$ cat config.mk
export PLATFORM = sky130hd
export DESIGN_NAME = bitmap_first_free_allocator_core
export DESIGN_NICKNAME = d
export VERILOG_FILES = /design/src/rtl/core/bffa_pkg.sv /design/src/rtl/core/bitmap_first_free_allocator_core.sv /design/src/rtl/core/bffa_ram.sv /design/src/rtl/core/bffa_regs.sv /design/src/rtl/core/bffa_ctrl.sv /design/src/rtl/core/bffa_dp.sv
export SDC_FILE = /design/constraint.sdc
export NUM_CORES = 2
export LEC_CHECK = 0
export ABC_CLOCK_PERIOD_IN_PS = 11100
export BUFFER_PORTS_ARGS = -buffer_cell sky130_fd_sc_hd__buf_4
export CAP_MARGIN = 5
export CORE_ASPECT_RATIO = 0.6
export CORE_UTILIZATION = 45
export CTS_BUF_LIST = sky130_fd_sc_hd__clkbuf_16
export DETAILED_ROUTE_END_ITERATION = 12
export GPL_TIMING_DRIVEN = 0
export SYNTH_ARGS = -nofsm -noshare
export SYNTH_HDL_FRONTEND = slang
export SYNTH_HIERARCHICAL = 1
export SYNTH_SLANG_ARGS = --single-unit
$ cat constraint.sdc
create_clock -name clk -period 11.1 [get_ports clk]
set_input_delay 2.22 -clock clk [delete_from_list [all_inputs] [get_ports clk]]
set_output_delay 2.22 -clock clk [all_outputs]
set_load 0.02 [all_outputs]
$ cat src/rtl/core/bffa_pkg.sv
`timescale 1ns / 1ps
// ----------------------------------------------------------------------------
// bffa_pkg: shared types and constants for the first-fit bitmap allocator
// Transaction payloads, config register set, controller/datapath handshake.
// ----------------------------------------------------------------------------
package bffa_pkg;

	localparam int FIELD_W         = 11;
	localparam int REQ_W           = 2;
	localparam int ADDR_W          = 3;
	localparam int DATA_W          = 32;
	localparam int MAX_ENTRIES_DEF = 1024;
	// WORD_BITS must be a power of two (8 .. 64)
	localparam int WORD_BITS_DEF   = 8;

	localparam logic [REQ_W-1:0] REQ_ALLOC = 2'd0;
	localparam logic [REQ_W-1:0] REQ_FREE  = 2'd1;
	localparam logic [REQ_W-1:0] REQ_MARK  = 2'd2;

	// register index is paddr[2]
	localparam logic REG_ENTRY_COUNT  = 1'b0;
	localparam logic REG_FIRST_USABLE = 1'b1;

	localparam logic [FIELD_W-1:0] ENTRY_COUNT_RST  = 11'd1024;
	localparam logic [FIELD_W-1:0] FIRST_USABLE_RST = 11'd0;

	typedef struct packed {
		logic [REQ_W-1:0]   req_type;
		logic [FIELD_W-1:0] entry_number;
	} req_t;

	typedef struct packed {
		logic [FIELD_W-1:0] granted_number;
		logic               success;
		logic [FIELD_W-1:0] free_count;
	} rsp_t;

	typedef struct packed {
		logic [FIELD_W-1:0] entry_count;
		logic [FIELD_W-1:0] first_usable;
	} cfg_t;

	typedef struct packed {
		logic clr_step;
		logic accept;
		logic scan;
		logic fm_read;
		logic fm_eval;
		logic fin_fail;
	} cmd_t;

	typedef struct packed {
		logic clr_last;
		logic alloc_none;
		logic num_ok;
		logic scan_hit;
		logic scan_end;
	} sts_t;

endpackage

$ cat src/rtl/core/bitmap_first_free_allocator_core.sv
`timescale 1ns / 1ps
// ----------------------------------------------------------------------------
// bitmap_first_free_allocator_core: first-fit bitmap allocator
// Allocate scans bitmap words one per cycle; free and mark do a
// read-modify-write of one word. One result strobe per transaction.
// ----------------------------------------------------------------------------
// Allocate: words are scanned from the first usable word until a hit or the
//   last usable word (at most MAX_ENTRIES/WORD_BITS words, rounded up);
//   the one-word-per-cycle RAM read sets the pace of the scan.
// Free / mark: read the word (S_FMRD), then evaluate and write it (S_FMEV); rejected or unknown requests go to S_FAIL.
// busy drops in the result cycle, so the next transaction may start there.
// After reset the bitmap RAM is cleared, one word a cycle through every
//   bitmap word; busy stays high until done.
// ----------------------------------------------------------------------------
module bitmap_first_free_allocator_core #(
	parameter int MAX_ENTRIES = bffa_pkg::MAX_ENTRIES_DEF,
	parameter int WORD_BITS   = bffa_pkg::WORD_BITS_DEF
) (
	input  logic                         clk,
	input  logic                         arst_n,
	input  logic                         start,
	input  bffa_pkg::req_t               req,
	output logic                         busy,
	output logic                         done,
	output bffa_pkg::rsp_t               rsp,
	input  logic                         psel,
	input  logic                         penable,
	input  logic                         pwrite,
	input  logic [bffa_pkg::ADDR_W-1:0]  paddr,
	input  logic [bffa_pkg::DATA_W-1:0]  pwdata,
	output logic [bffa_pkg::DATA_W-1:0]  prdata,
	output logic                         pready
);
	import bffa_pkg::*;

	cfg_t cfg;
	cmd_t cmd;
	sts_t sts;

	bffa_regs u_regs (
		.clk     (clk),
		.arst_n  (arst_n),
		.psel    (psel),
		.penable (penable),
		.pwrite  (pwrite),
		.paddr   (paddr),
		.pwdata  (pwdata),
		.prdata  (prdata),
		.pready  (pready),
		.cfg     (cfg)
	);

	bffa_ctrl u_ctrl (
		.clk      (clk),
		.arst_n   (arst_n),
		.start    (start),
		.req_type (req.req_type),
		.sts      (sts),
		.cmd      (cmd),
		.busy     (busy)
	);

	bffa_dp #(
		.MAX_ENTRIES (MAX_ENTRIES),
		.WORD_BITS   (WORD_BITS)
	) u_dp (
		.clk    (clk),
		.arst_n (arst_n),
		.cfg    (cfg),
		.req    (req),
		.cmd    (cmd),
		.sts    (sts),
		.done   (done),
		.rsp    (rsp)
	);

endmodule

$ cat src/rtl/core/bffa_ram.sv
`timescale 1ns / 1ps
// ----------------------------------------------------------------------------
// bffa_ram: generic single-write, single-read RAM
// One write port, one read port with registered read data.
// ----------------------------------------------------------------------------
module bffa_ram #(
	parameter int WIDTH = 8,
	parameter int DEPTH = 128,
	parameter int AW    = (DEPTH > 1) ? $clog2(DEPTH) : 1
) (
	input  logic             clk,
	input  logic             we,
	input  logic [AW-1:0]    waddr,
	input  logic [WIDTH-1:0] wdata,
	input  logic             re,
	input  logic [AW-1:0]    raddr,
	output logic [WIDTH-1:0] rdata
);

	logic [WIDTH-1:0] mem_q [DEPTH];
	logic [WIDTH-1:0] rdata_q;

	always_ff @(posedge clk) begin
		if (we) begin
			mem_q[waddr] <= wdata;
		end
		if (re) begin
			rdata_q <= mem_q[raddr];
		end
	end

	assign rdata = rdata_q;

endmodule

$ cat src/rtl/core/bffa_regs.sv
`timescale 1ns / 1ps
// ----------------------------------------------------------------------------
// bffa_regs: APB configuration registers
// entry_count at 0x0, first_usable at 0x4; zero wait states.
// ----------------------------------------------------------------------------
module bffa_regs (
	input  logic                          clk,
	input  logic                          arst_n,
	input  logic                          psel,
	input  logic                          penable,
	input  logic                          pwrite,
	input  logic [bffa_pkg::ADDR_W-1:0]   paddr,
	input  logic [bffa_pkg::DATA_W-1:0]   pwdata,
	output logic [bffa_pkg::DATA_W-1:0]   prdata,
	output logic                          pready,
	output bffa_pkg::cfg_t                cfg
);
	import bffa_pkg::*;

	logic [FIELD_W-1:0] entry_count_q;
	logic [FIELD_W-1:0] first_usable_q;
	logic               wr_en;

	assign wr_en  = psel && penable && pwrite;
	assign pready = 1'b1;

	always_ff @(posedge clk or negedge arst_n) begin
		if (!arst_n) begin
			entry_count_q  <= ENTRY_COUNT_RST;
			first_usable_q <= FIRST_USABLE_RST;
		end else if (wr_en) begin
			unique case (paddr[2])
				REG_ENTRY_COUNT:  entry_count_q  <= pwdata[FIELD_W-1:0];
				REG_FIRST_USABLE: first_usable_q <= pwdata[FIELD_W-1:0];
				default: ;
			endcase
		end
	end

	always_comb begin
		unique case (paddr[2])
			REG_ENTRY_COUNT:  prdata = DATA_W'(entry_count_q);
			REG_FIRST_USABLE: prdata = DATA_W'(first_usable_q);
			default:          prdata = '0;
		endcase
	end

	assign cfg.entry_count  = entry_count_q;
	assign cfg.first_usable = first_usable_q;

endmodule

$ cat src/rtl/core/bffa_ctrl.sv
`timescale 1ns / 1ps
// ----------------------------------------------------------------------------
// bffa_ctrl: allocator sequencer
// Clearing pass after reset, then one request at a time: word scan for
// allocate, read-modify-write for free and mark.
// ----------------------------------------------------------------------------
module bffa_ctrl (
	input  logic                         clk,
	input  logic                         arst_n,
	input  logic                         start,
	input  logic [bffa_pkg::REQ_W-1:0]   req_type,
	input  bffa_pkg::sts_t               sts,
	output bffa_pkg::cmd_t               cmd,
	output logic                         busy
);
	import bffa_pkg::*;

	localparam logic [2:0] S_CLEAR = 3'd0;
	localparam logic [2:0] S_IDLE  = 3'd1;
	localparam logic [2:0] S_SCAN  = 3'd2;
	localparam logic [2:0] S_FMRD  = 3'd3;
	localparam logic [2:0] S_FMEV  = 3'd4;
	localparam logic [2:0] S_FAIL  = 3'd5;

	logic [2:0] state_q;
	logic [2:0] state_d;

	always_comb begin
		cmd     = '0;
		state_d = state_q;
		unique case (state_q)
			S_CLEAR: begin
				cmd.clr_step = 1'b1;
				if (sts.clr_last) begin
					state_d = S_IDLE;
				end
			end
			S_IDLE: begin
				if (start) begin
					cmd.accept = 1'b1;
					unique case (req_type)
						REQ_ALLOC:          state_d = sts.alloc_none ? S_FAIL : S_SCAN;
						REQ_FREE, REQ_MARK: state_d = sts.num_ok ? S_FMRD : S_FAIL;
						default:            state_d = S_FAIL;
					endcase
				end
			end
			S_SCAN: begin
				cmd.scan = 1'b1;
				if (sts.scan_hit || sts.scan_end) begin
					state_d = S_IDLE;
				end
			end
			S_FMRD: begin
				cmd.fm_read = 1'b1;
				state_d     = S_FMEV;
			end
			S_FMEV: begin
				cmd.fm_eval = 1'b1;
				state_d     = S_IDLE;
			end
			S_FAIL: begin
				cmd.fin_fail = 1'b1;
				state_d      = S_IDLE;
			end
			default: state_d = S_IDLE;
		endcase
	end

	always_ff @(posedge clk or negedge arst_n) begin
		if (!arst_n) begin
			state_q <= S_CLEAR;
		end else begin
			state_q <= state_d;
		end
	end

	assign busy = (state_q != S_IDLE);

`ifndef NO_ASSERTIONS
	a_accept_busy: assert property (@(posedge clk) disable iff (!arst_n)
		(state_q == S_IDLE && start) |=> (state_q != S_IDLE))
		else $error("accepted transaction did not raise busy");

	a_scan_holds: assert property (@(posedge clk) disable iff (!arst_n)
		(state_q == S_SCAN && !sts.scan_hit && !sts.scan_end) |=> (state_q == S_SCAN))
		else $error("scan left without hit or end");

	a_clear_once: assert property (@(posedge clk) disable iff (!arst_n)
		(state_q != S_CLEAR) |=> (state_q != S_CLEAR))
		else $error("clearing pass re-entered");
`endif

endmodule

$ cat src/rtl/core/bffa_dp.sv
`timescale 1ns / 1ps
// ----------------------------------------------------------------------------
// bffa_dp: allocator datapath
// Bitmap RAM, pipelined word scan with first-fit encoder, used-entry
// counter and the result register.
// ----------------------------------------------------------------------------
module bffa_dp #(
	parameter int MAX_ENTRIES = bffa_pkg::MAX_ENTRIES_DEF,
	parameter int WORD_BITS   = bffa_pkg::WORD_BITS_DEF
) (
	input  logic           clk,
	input  logic           arst_n,
	input  bffa_pkg::cfg_t cfg,
	input  bffa_pkg::req_t req,
	input  bffa_pkg::cmd_t cmd,
	output bffa_pkg::sts_t sts,
	output logic           done,
	output bffa_pkg::rsp_t rsp
);
	import bffa_pkg::*;

	localparam int NUM_WORDS = (MAX_ENTRIES + WORD_BITS - 1) / WORD_BITS;
	localparam int LOG       = $clog2(WORD_BITS);
	localparam int AW        = (NUM_WORDS > 1) ? $clog2(NUM_WORDS) : 1;
	localparam int IW        = $clog2(MAX_ENTRIES + 1);
	localparam int CW        = (IW > FIELD_W) ? IW : FIELD_W;

	// config-derived limits in CW bits, word indices in AW bits, bit indices in LOG bits
	logic [CW-1:0]  cnt_c, limit_c, lim_m1_c, fu_c, num_c;
	logic [AW-1:0]  first_w, last_w;
	logic [LOG-1:0] lo_bit, hi_bit;

	assign cnt_c    = CW'(cfg.entry_count);
	assign limit_c  = (cnt_c > CW'(MAX_ENTRIES)) ? CW'(MAX_ENTRIES) : cnt_c;
	assign lim_m1_c = limit_c - CW'(1);
	assign fu_c     = CW'(cfg.first_usable);
	assign num_c    = CW'(req.entry_number);
	assign first_w  = AW'(fu_c >> LOG);
	assign last_w   = AW'(lim_m1_c >> LOG);
	assign lo_bit   = fu_c[LOG-1:0];
	assign hi_bit   = lim_m1_c[LOG-1:0];

	logic [AW-1:0]        clr_q;
	logic [REQ_W-1:0]     req_type_q;
	logic [CW-1:0]        num_idx_q;
	logic [AW:0]          issue_w_q;
	logic [AW-1:0]        eval_w_s1;
	logic                 eval_vld_s1;
	logic [IW-1:0]        used_q;
	logic                 done_q;
	rsp_t                 rsp_q;

	logic                 ram_we, ram_re;
	logic [AW-1:0]        ram_waddr, ram_raddr;
	logic [WORD_BITS-1:0] ram_wdata, rdata;

	// scan stage
	logic                 issue_ok;
	logic [WORD_BITS-1:0] cand;
	logic [LOG-1:0]       hit_bit;
	logic                 hit, scan_hit, scan_end;
	logic [CW-1:0]        grant_idx;

	// free / mark stage
	logic [AW-1:0]        num_w;
	logic [LOG-1:0]       num_bit;
	logic                 num_set, fm_free, fm_mark;

	logic [CW-1:0]        used_c, used_nxt_c, free_c;
	logic                 fin;

	assign issue_ok = cmd.scan && (issue_w_q <= {1'b0, last_w});

	always_comb begin
		for (int b = 0; b < WORD_BITS; b++) begin
			cand[b] = !rdata[b]
				&& ((eval_w_s1 != first_w) || (LOG'(b) >= lo_bit))
				&& ((eval_w_s1 != last_w) || (LOG'(b) <= hi_bit));
		end
	end

	// lowest candidate wins
	always_comb begin
		hit_bit = '0;
		for (int b = WORD_BITS - 1; b >= 0; b--) begin
			if (cand[b]) begin
				hit_bit = LOG'(b);
			end
		end
	end

	assign hit       = |cand;
	assign scan_hit  = cmd.scan && eval_vld_s1 && hit;
	assign scan_end  = cmd.scan && eval_vld_s1 && !hit && (eval_w_s1 == last_w);
	assign grant_idx = (CW'(eval_w_s1) << LOG) | CW'(hit_bit);

	assign num_w   = AW'(num_idx_q >> LOG);
	assign num_bit = num_idx_q[LOG-1:0];
	assign num_set = rdata[num_bit];
	assign fm_free = cmd.fm_eval && (req_type_q == REQ_FREE) && num_set;
	assign fm_mark = cmd.fm_eval && (req_type_q == REQ_MARK) && !num_set;

	always_comb begin
		ram_we    = 1'b0;
		ram_waddr = eval_w_s1;
		ram_wdata = rdata | (WORD_BITS'(1) << hit_bit);
		if (cmd.clr_step) begin
			ram_we    = 1'b1;
			ram_waddr = clr_q;
			ram_wdata = '0;
		end else if (scan_hit) begin
			ram_we = 1'b1;
		end else if (fm_free) begin
			ram_we    = 1'b1;
			ram_waddr = num_w;
			ram_wdata = rdata & ~(WORD_BITS'(1) << num_bit);
		end else if (fm_mark) begin
			ram_we    = 1'b1;
			ram_waddr = num_w;
			ram_wdata = rdata | (WORD_BITS'(1) << num_bit);
		end
	end

	assign ram_re    = issue_ok || cmd.fm_read;
	assign ram_raddr = cmd.fm_read ? num_w : issue_w_q[AW-1:0];

	bffa_ram #(
		.WIDTH (WORD_BITS),
		.DEPTH (NUM_WORDS),
		.AW    (AW)
	) u_bitmap (
		.clk   (clk),
		.we    (ram_we),
		.waddr (ram_waddr),
		.wdata (ram_wdata),
		.re    (ram_re),
		.raddr (ram_raddr),
		.rdata (rdata)
	);

	assign used_c = CW'(used_q);

	always_comb begin
		used_nxt_c = used_c;
		if (scan_hit || fm_mark) begin
			used_nxt_c = used_c + CW'(1);
		end else if (fm_free && (used_c != '0)) begin
			used_nxt_c = used_c - CW'(1);
		end
	end

	assign free_c = (limit_c > used_nxt_c) ? (limit_c - used_nxt_c) : '0;
	assign fin    = scan_hit || scan_end || cmd.fm_eval || cmd.fin_fail;

	always_ff @(posedge clk or negedge arst_n) begin
		if (!arst_n) begin
			clr_q       <= '0;
			issue_w_q   <= '0;
			eval_vld_s1 <= 1'b0;
			used_q      <= '0;
			done_q      <= 1'b0;
		end else begin
			done_q      <= fin;
			used_q      <= IW'(used_nxt_c);
			eval_vld_s1 <= issue_ok && !(scan_hit || scan_end);
			if (cmd.clr_step) begin
				clr_q <= clr_q + AW'(1);
			end
			if (cmd.accept) begin
				issue_w_q <= {1'b0, first_w};
			end else if (issue_ok) begin
				issue_w_q <= issue_w_q + (AW+1)'(1);
			end
		end
	end

	always_ff @(posedge clk) begin
		if (cmd.accept) begin
			req_type_q <= req.req_type;
			num_idx_q  <= num_c - CW'(1);
		end
		if (issue_ok) begin
			eval_w_s1 <= issue_w_q[AW-1:0];
		end
		if (fin) begin
			rsp_q.granted_number <= scan_hit ? FIELD_W'(grant_idx + CW'(1)) : '0;
			rsp_q.success        <= scan_hit || fm_free || fm_mark;
			rsp_q.free_count     <= FIELD_W'(free_c);
		end
	end

	assign sts.clr_last   = (clr_q == AW'(NUM_WORDS - 1));
	assign sts.alloc_none = (fu_c >= limit_c);
	assign sts.num_ok     = (num_c != '0) && (num_c <= limit_c);
	assign sts.scan_hit   = scan_hit;
	assign sts.scan_end   = scan_end;

	assign done = done_q;
	assign rsp  = rsp_q;

`ifndef NO_ASSERTIONS
	a_eval_in_scan: assert property (@(posedge clk) disable iff (!arst_n)
		eval_vld_s1 |-> cmd.scan)
		else $error("scan stage valid outside of scan");

	a_grant_success: assert property (@(posedge clk) disable iff (!arst_n)
		done_q |-> ((rsp_q.granted_number == '0) || rsp_q.success))
		else $error("entry granted without success");

	a_used_bound: assert property (@(posedge clk) disable iff (!arst_n)
		used_q <= IW'(MAX_ENTRIES))
		else $error("used count above capacity");

	a_single_write: assert property (@(posedge clk) disable iff (!arst_n)
		cmd.clr_step |-> !(cmd.scan || cmd.fm_eval || fin))
		else $error("bitmap write during clearing pass");
`endif

endmodule

==> flow_metrics.tcl <==
set metrics [dict create \
    synth-seq-area-share_pct 70.65 \
    grt_pass1_wl_mm 184.5 \
    antenna_found_initial 8 \
    max_slew_margin_pct 14.35 \
    core_region_area_mm2 0.1037 \
    worstSetupPathType "register to register" \
    synthXorXnorAreaFrac_pct 1.024 \
    dpl.cell_count 4005 \
    grt_pass1_vias 24750 \
    routed_wl_mm 130.4 \
    crit_arrival_ns 9.76 \
    setup_tns_ns 0 \
    nFillCells 8055 \
    vdd_drop_max_mv 0.1582 \
    start_util_pct 45.82 \
    worst_pin_slew_ns 1.285 \
    fin_crit_sh_pct 84.80 \
    synth_seq_cells 1127 \
    overflow 0 \
    synth_top_area_share_pct 67.85 \
    vias_per_cell 6.207 \
    cp.required_ns 11.45 \
    dpl_cell_area_mm2 0.05092 \
    run_status "finished clean" \
    final-setup-viol-count 0 \
    p_leak_nw 17.66 \
    top_layer "met4" \
    met3_length_mm 16.89 \
    drc 0 \
    post_cts_resize_count 0 \
    path_max_fanout 10 \
    die_width_um 421.6 \
    drive_gt1_share_pct 27.91 \
    die_h_um 253.7 \
    post-route-util_pct 52.42 \
    pre_cts_ws_ns 2.101 \
    cp-start-kind "register" \
    ys_warn_count 6 \
    route.met2.wl_mm 51.22 \
    synth_area_mm2 0.04753 \
    synthAdderAreaFrac_pct 1.432 \
    grt_max_degree 54 \
    wire_per_inst_um 31.05 \
    wl_met1_mm 60.53 \
    dieArea_mm2 0.1070 \
    skew_ns 0.02874 \
    yosys.area.top_type "edfxtp_1" \
    first_iter_violations 3820 \
    max_freq_ghz 0.1062 \
    postCtsSetupBuffers 0 \
    fin_area_mm2 0.05437 \
    rsz0062_at_grt "false" \
    dp_hpwl_mm 94.91 \
    clk_path_buf_depth 3 \
    layout_common_cells "1,074 x edfxtp_1, 338 x mux4_2, 191 x nor2_1" \
    row_count 91 \
    ys_dominant_reg_cell "edfxtp_1" \
    cts_tree "done" \
    ys_types 88 \
    synth.top_cells.by_area "edfxtp_1 68%, mux4_2 16%, dfrtp_1 2.7%, nor2_1 1.5%, ha_1 1.4%" \
    io_buffers 66 \
    max_cap_violations 0 \
    vias 26063 \
    synth_mux_area_share_pct 17.71 \
    timing.final.ws_setup_ns 1.688 \
    gp_congestion 0.9678 \
    nNetsFinal 2821 \
    multi_input_area_mm2 0.01322 \
    yosys.area_share.simple_pct 4.831 \
    grt_usage_pct 24.50 \
    synth_top_family_by_area "multiplexers" \
    finalMaxSlewViolations 0 \
    insertion_delay_ns 0.73 \
    numClockSinks 1127 \
    cts_buffers 101 \
    finalHoldViolCount 0 \
    pwr_density_cell_mw_per_mm2 282.0 \
    ctsHoldBuffers 0 \
    fin_crit_ns 9.412 \
    regArea_mm2 0.03358 \
    synth_compound_area_share_pct 2.393 \
    cts_root_buf "clkbuf_16" \
    synth_edf_count 1074 \
    cts_max_level 3 \
    final_cells 4199 \
    avgSynthCellArea_um2 19.27 \
    endpoint_kind "register" \
    synth-async-reset-ratio_pct 4.703 \
    clk_transition_reported_paths_ns 0.07 \
    drtAntennaViolNets 0 \
    final_common_cell "edfxtp_1" \
    drt_pass1_iterations 6 \
    syn_inst 2467 \
    synthToLayoutAreaGrowth_pct 14.39 \
    hp-class "register to register" \
    io_pins 112 \
]
==> metal layers <==
metal / vias to the layer above / global-route usage, %
met5: - / 0
met3: 133 / 7.301
met2: 1466 / 31.22
met4: 0 / 4.104
li1: 10524 / -
met1: 13940 / 40.87
==> state kept, by name (all words and copies together), names as in the netlist, 8 cells and up <==
name                   flops
u_dp/u_bitmap/mem_q     1024
u_dp/rsp                  23
u_dp/used_c               11
u_regs/entry_count_q      11
u_regs/first_usable_q     11
u_dp/num_idx_q            10
u_dp/issue_w_q             8
u_dp/u_bitmap/rdata        8
==> cells in the mapped netlist (24+ instances only) <==
cell,number
a21oi_1,35
buf_4,35
clkbuf_1,64
dfrtp_1,52
edfxtp_1,1074
ha_1,52
inv_1,50
mux2_2,36
mux4_2,338
nand2_1,77
nand3_1,28
nor2_1,191
nor3_1,35
o21ai_0,31
xnor2_1,24
xor2_1,29
==> logic make-up after synthesis <==
group | after synthesis
other | 2
adder cells (fa/ha/maj) | 54
XOR/XNOR | 54
flip-flops | 1127
buffers and inverters | 194
AO/OA/AOI/OAI | 163
AND/OR/NAND/NOR | 469
multiplexers | 404
==> path summary, 6_finish.rpt <==
| check | startpoint | endpoint | slack, ns | cells past startpoint |
|---|---|---|---|---|
| min in group asynchronous | arst_n | u_dp/done$_DFF_PN0_ | 1.56 | 1 |
| max in group asynchronous | arst_n | u_dp/issue_w_q[7]$_DFFE_PN0P_ | 8.97 | 1 |
| hold reg to reg | u_dp/clr_q[6]$_DFFE_PN0P_ | u_dp/clr_q[6]$_DFFE_PN0P_ | 0.51 | 1 |
| setup / recovery | u_regs/entry_count_q[10]$_DFFE_PN1P_ | u_dp/u_bitmap/mem_q[69][4]$_DFFE_PP_ | 1.69 | 22 |
| setup reg to reg | u_regs/entry_count_q[10]$_DFFE_PN1P_ | u_dp/u_bitmap/mem_q[69][4]$_DFFE_PP_ | 1.69 | 22 |
| hold / removal | u_dp/clr_q[6]$_DFFE_PN0P_ | u_dp/clr_q[6]$_DFFE_PN0P_ | 0.51 | 1 |
==> final cells by class <==
cell class              count  share of cell area [%]
well taps                1395                   3.210
repair buffers            124                   2.699
inverters                  50                  0.3452
clock inverters            90                   1.650
clock buffers             101                   4.649
flip-flops and latches   1127                   61.76
multi-input cells        1166                   24.31
plain buffers             144                   1.365
diodes                      2                0.009205
==> report_power, final <==
group	total (W)	leakage [nW]	internal, W	switching [W]
Clock	0.00361	1.70	0.00199	0.00162
Sequential	0.00577	10.4	0.00560	0.000168
Combinational	0.00595	5.54	0.00228	0.00367
==> worst max-delay path, stage by stage, from the launching register on <==
cell	delay, ns
dfstp_2	0.64
clkbuf_1	0.36
clkbuf_1	0.51
nor2b_1	0.36
inv_1	0.30
ha_1	0.34
buf_1	0.43
or3b_2	0.21
nand4_1	0.10
nor3_1	0.25
o211ai_1	0.29
nor4b_1	0.46
o22a_2	0.37
a31o_2	0.31
nand2_1	0.11
clkbuf_1	0.39
mux2i_1	0.22
o21ai_0	0.30
clkbuf_1	0.56
nor2b_1	0.56
nand3_1	0.36
clkbuf_2	0.65
nor2_1	0.91
==> metrics by stage <==
stage | hold slack [ns] | total power (W)
2_1_floorplan | 0.4586 | 0.009192
3_3_place_gp | 0.4778 | 0.01148
3_5_place_dp | 0.4864 | 0.01170
4_1_cts | 0.5002 | 0.01530
5_1_grt | 0.5262 | 0.01582
6_report | 0.5052 | 0.01533
Power figures use the tool's default switching activity.
